<file path="config.mk">
export PLATFORM = sky130hd
export DESIGN_NAME = estlc_ctrl
export DESIGN_NICKNAME = d
export VERILOG_FILES = /design/src/estlc_pkg.sv /design/src/estlc_ctrl.sv
export VERILOG_INCLUDE_DIRS = /design/src /design/src/src
export SDC_FILE = /design/constraint.sdc
export NUM_CORES = 1
export LEC_CHECK = 0
export BUFFER_PORTS_ARGS = -buffer_cell sky130_fd_sc_hd__buf_2
export CAP_MARGIN = 40
export CORE_AREA = 2 2 39 41
export CTS_CLUSTER_SIZE = 12
export DETAILED_ROUTE_END_ITERATION = 12
export DIE_AREA = 0 0 41 43
export HOLD_SLACK_MARGIN = 0.02
export PLACE_DENSITY = 0.6
export SETUP_SLACK_MARGIN = 0.5
export SLEW_MARGIN = 40
export SYNTH_ARGS = -nofsm -noshare
export SYNTH_HDL_FRONTEND = slang
export SYNTH_SLANG_ARGS = --single-unit
export TNS_END_PERCENT = 20
</file>
<file path="constraint.sdc">
create_clock -name clk -period 1.5 [get_ports clk]
set_clock_uncertainty 0.2 [all_clocks]
set_input_delay 0.075 -clock clk [delete_from_list [all_inputs] [get_ports clk]]
set_output_delay 0.075 -clock clk [all_outputs]
set_load 0.01 [all_outputs]
</file>
<file path="src/epoch_seconds_to_local_calendar_assert.svh">
// Assertion macros for the epoch to calendar block.
// Included by estlc_ctrl, the module that carries concurrent checks.
`ifndef EPOCH_SECONDS_TO_LOCAL_CALENDAR_ASSERT_SVH
`define EPOCH_SECONDS_TO_LOCAL_CALENDAR_ASSERT_SVH
`ifndef SYNTH
`define ASSERT_IMPL(label, clk, rst, a, c) \
  label: assert property (@(posedge clk) disable iff (rst) (a) |-> (c)) \
    else $error("assertion failed");
`define ASSERT_NEXT(label, clk, rst, a, c) \
  label: assert property (@(posedge clk) disable iff (rst) (a) |=> (c)) \
    else $error("assertion failed");
`else
`define ASSERT_IMPL(label, clk, rst, a, c)
`define ASSERT_NEXT(label, clk, rst, a, c)
`endif
`endif

</file>
<file path="src/estlc_pkg.sv">
// Shared types and constants for the epoch to calendar block.
// No dependencies.
package estlc_pkg;
  localparam logic [16:0] SecsPerDay = 17'd86400;
  localparam logic CmdConvert = 1'b0;
  localparam logic CmdWrite = 1'b1;
  localparam logic RegStdOffset = 1'b0;
  localparam logic RegDstOffset = 1'b1;

  typedef enum logic [3:0] {
    ST_IDLE, ST_SCAN_RD, ST_SCAN_CHK, ST_DIV, ST_YEAR, ST_MONTH, ST_OUT
  } state_t;

  typedef struct packed {
    logic load;
    logic write;
    logic scan_start;
    logic scan_step;
    logic apply_dst;
    logic div_start;
    logic year_step;
    logic month_step;
  } ctl_t;

  typedef struct packed {
    logic cmd_write;
    logic scan_hit;
    logic scan_end;
    logic div_done;
    logic year_done;
    logic month_done;
  } sts_t;

  function automatic logic [8:0] year_len(input logic [7:0] ys);
    logic leap;
    leap = (ys[1:0] == 2'b00) && (ys != 8'd200);
    year_len = leap ? 9'd366 : 9'd365;
  endfunction

  function automatic logic [4:0] month_len(input logic [3:0] m, input logic leap);
    case (m)
      4'd1: month_len = leap ? 5'd29 : 5'd28;
      4'd3, 4'd5, 4'd8, 4'd10: month_len = 5'd30;
      default: month_len = 5'd31;
    endcase
  endfunction
endpackage

</file>
<file path="src/estlc_ctrl.sv">
// Controller state machine for the epoch to calendar block.
// Depends on estlc_pkg.
module estlc_ctrl (
  input  logic clk,
  input  logic rst,
  input  logic in_valid,
  output logic in_ready,
  output logic out_valid,
  input  logic out_ready,
  input  estlc_pkg::sts_t sts,
  output estlc_pkg::ctl_t ctl
);
  import estlc_pkg::*;
  state_t state, state_next;

  always_ff @(posedge clk) begin
    if (rst) state <= ST_IDLE;
    else state <= state_next;
  end

  always_comb begin
    state_next = state;
    ctl = '0;
    in_ready = 1'b0;
    out_valid = 1'b0;
    unique case (state)
      ST_IDLE: begin
        in_ready = 1'b1;
        if (in_valid) begin
          ctl.load = 1'b1;
          state_next = ST_SCAN_RD;
        end
      end
      ST_SCAN_RD: begin
        if (sts.cmd_write) begin
          ctl.write = 1'b1;
          state_next = ST_IDLE;
        end else begin
          ctl.scan_start = 1'b1;
          state_next = ST_SCAN_CHK;
        end
      end
      ST_SCAN_CHK: begin
        if (sts.scan_hit) begin
          ctl.apply_dst = 1'b1;
          state_next = ST_DIV;
        end else if (sts.scan_end) begin
          state_next = ST_DIV;
        end else ctl.scan_step = 1'b1;
      end
      ST_DIV: begin
        ctl.div_start = 1'b1;
        state_next = ST_YEAR;
      end
      ST_YEAR: begin
        if (sts.div_done && sts.year_done) state_next = ST_MONTH;
        else ctl.year_step = 1'b1;
      end
      ST_MONTH: begin
        if (sts.month_done) state_next = ST_OUT;
        else ctl.month_step = 1'b1;
      end
      ST_OUT: begin
        out_valid = 1'b1;
        if (out_ready) state_next = ST_IDLE;
      end
      default: state_next = ST_IDLE;
    endcase
  end

  `include "epoch_seconds_to_local_calendar_assert.svh"
  `ASSERT_IMPL(a_rdy_idle, clk, rst, in_ready, state == ST_IDLE)
  `ASSERT_IMPL(a_excl, clk, rst, in_ready, !out_valid)
  `ASSERT_NEXT(a_out_hold, clk, rst, out_valid && !out_ready, out_valid)
endmodule

</file>
==> flow_summary.yaml <==
cells_and_area:
  largest_register_ffs: 3
  areaGrowthSynthToFinish_pct: 76.2
  antenna_cells: 0
  utilization: 0.368
  fin_cells: 83
  top_register: "state"
  drive_gt1_frac: 0.627
  reg.largest.list: "state: 3 flops"
  multiInputGateArea_sq_um: 215
  ff_latch_area_sq_um: 63.8
  final_nets: 78
  fillerInstances: 165
route:
  totalWireLength_um: 854
  first_pass_iters: 4
  wl_per_cell_um: 10.3
  avgViaCountPerCell: 4.84
  antenna_left: 0
  drtIter0Drc: 4
  remaining_drc_errors: 0
  vias: 402
cts:
  cts.clk_slew.worst_paths_ns: 0.04
  root_buffer: "clkbuf_4"
  cts_tree: "done"
  cts_buffers: 3
  clock_path_buffers: 2
  clk_latency_ns: 0.23
  h-tree-depth: 1
  cts_sinks: 3
sta:
  rsz0062_at_grt: "yes"
  tightest_slew_ns: 0.247
  finalHoldViolCount: 0
  min_period_ns: 1.62
  finalMaxSlewViolations: 0
  slew_headroom: 0.833
  min_period_over_period: 1.08
  fin_ws_ns: -0.121
  hold_ws_ns: 0.00366
  achievable-frequency_mhz: 617
  setup-violations-final: 3
critical_path:
  worstPathCellList: "buf_4 -> nand3b_1 -> a21oi_2 -> a311o_2 -> mux2_4"
  reg2reg_to: "state[1]"
  r2r_cells: 5
  critPathLaunchType: "flop"
  r2r_slack_ns: -0.12
  path_class: "reg -> reg"
  critPathMaxStageDelay_ns: 0.37
  cp.required_ns: 1.41
  crit_slowest_cell: "a311o_2"
  cp.arrival_ns: 1.53
  endpoint_kind: "flop"
  worstPathMaxFanout: 4
  crit-reg2reg-launch: "state[2]"
die:
  fp.coreArea_sq_mm: 0.00138
  initial_core_util: 0.209
  rows: 14
  pin_count: 20
  die_y_um: 43
  dieArea_sq_mm: 0.00176
  fp.dieW_um: 41
global_route:
  use_met1: 0.120
  grt_pass1_wl_um: 1340
  grt_use_total: 0.114
  grt_pass1_vias: 359
  use_met3: 0.0157
  antenna_found_initial: 0
  grt_overflow: 0
  grt_max_degree: 8
  busiest_layer: "met2"
  grtUsageMet2: 0.191
worst_hold_path:
  hp-class: "in -> reg"
  worstHoldPathCells: 4
  whs_endpoint: "state[0]"
  min_from: "sts[0]"
yosys:
  syn_inst: 37
  synth_cell_types: 24
  async_flop_share: 0
  yosys_most_used_dff: "dfxtp_1"
  synth_warnings: 0
  ys_seq_area_frac: 0.208
  synth_edf_count: 0
  netlist_area_sq_um: 289
  syn_nets: 47
  synth.avg_cell_area_sq_um: 7.81
  yosysTopAreaCell: "dfxtp_1"
  synth.top_cell.area_share: 0.208
  synth-seq-cells: 3
  synth.area.top_cells: "dfxtp_1 (21%), a211o_1 (6.1%), nor3_4 (5.6%), a21oi_1 (5.2%), nand3b_1 (5.2%)"
placed_design:
  io_buffers: 19
  dpl.cell_count: 77
  dp_hpwl_um: 673
  pre_cts_ws_ns: -0.161
  globalplace.congestion: 0.743
run:
  cap_viol_max_count: 0
pwr:
  power_density_mw_per_mm2: 732
  p_leak_nw: 0.255
  ir_drop_mv: 0.290
status:
  outcome: "finished, violations left"
  violations: "negative setup slack"
-- cell usage in the layout (no fill, tap or decap), drive strengths merged --
master	n
nand2	1
dlygate4sd3	1
buf	28
a311o	1
dfxtp	3
nor3	2
nor2	3
a21oi	3
nand3b	2
and3	2
nor4	2
nor4b	1
or3b	1
o21ai	2
mux2	1
or3	1
a2111oi	1
clkbuf	4
inv	3
nor2b	1
nand2b	1
and2	1
a211o	2
-- critical path: cells and delay by family (launching register included) --
kind | cells | cell delay [ns]
buffers and inverters | 1 | 0.14
AND/OR/NAND/NOR | 1 | 0.10
flip-flops | 1 | 0.33
multiplexers | 1 | 0.29
AO/OA/AOI/OAI | 2 | 0.44
-- stage by stage --
step / area, sq um / power (W) / TNS [ns]
after floorplan: 289 / 0.000164 / -0.284
after global placement: 442 / 0.000219 / -0.144
after detailed placement: 442 / 0.000221 / -0.161
after CTS: 497 / 0.000374 / -0.311
after global routing: 509 / 0.000407 / -0.681
final: 509 / 0.000373 / -0.219
-- power by group --
group          leakage [nW]  switching, W   total, W  internal, W
registers            0.0258    0.00000929  0.0000979    0.0000887
logic                 0.214     0.0000642   0.000138    0.0000741
clock network        0.0150     0.0000372   0.000137    0.0000994
-- per-layer routing --
metal,part of all wire,vias to the layer above
met5,0,-
met4,0,0
met3,0.071,0
met2,0.52,15
met1,0.41,188
li1,-,199
-- cell families after synthesis --
| family | after synthesis | share of synthesized area |
|---|---|---|
| and+or+nand+nor | 18 | 0.420 |
| muxes | 1 | 0.0390 |
| buffers and inverters | 6 | 0.117 |
| DFF | 3 | 0.208 |
| AOI/OAI and AO/OA | 9 | 0.216 |
-- final cells by class --
type	count	share of cell area
clock buffer	4	0.0516
inverter	3	0.0221
multi-input combinational	28	0.423
sequential	3	0.125
tap	16	0.0393
timing repair buffer	29	0.339
-- worst max path at each step --
stage          slack [ns]     start  cells after the start        to
2_1_floorplan       -0.26  state[2]                      5  state[1]
3_3_place_gp        -0.14  state[0]                      4  state[1]
3_5_place_dp        -0.16  state[1]                      4  state[1]
4_1_cts             -0.13  state[2]                      4  state[1]
5_1_grt             -0.17  state[0]                      4  state[1]
6_report            -0.12  state[2]                      5  state[1]
-- synth_stat cells (all sizes together), types with 2 or more instances --
library cell and instances:
a21oi 3, inv 3, nor3 2, nand3b 2
o21ai 2, a211o 2, buf 2, nor4 2
dfxtp 3, nor2 3, and3 2
-- what timing repair did --
action | in CTS | in global routing
buffers inserted | 0 | 1
hold buffers | 1 | 0
gates resized for setup | 8 | 1
setup endpoints to repair | 13 | 13
endpoints found under the hold margin | 2 | 0
pin swaps | 2 | 1
Power figures use the tool's default switching activity.
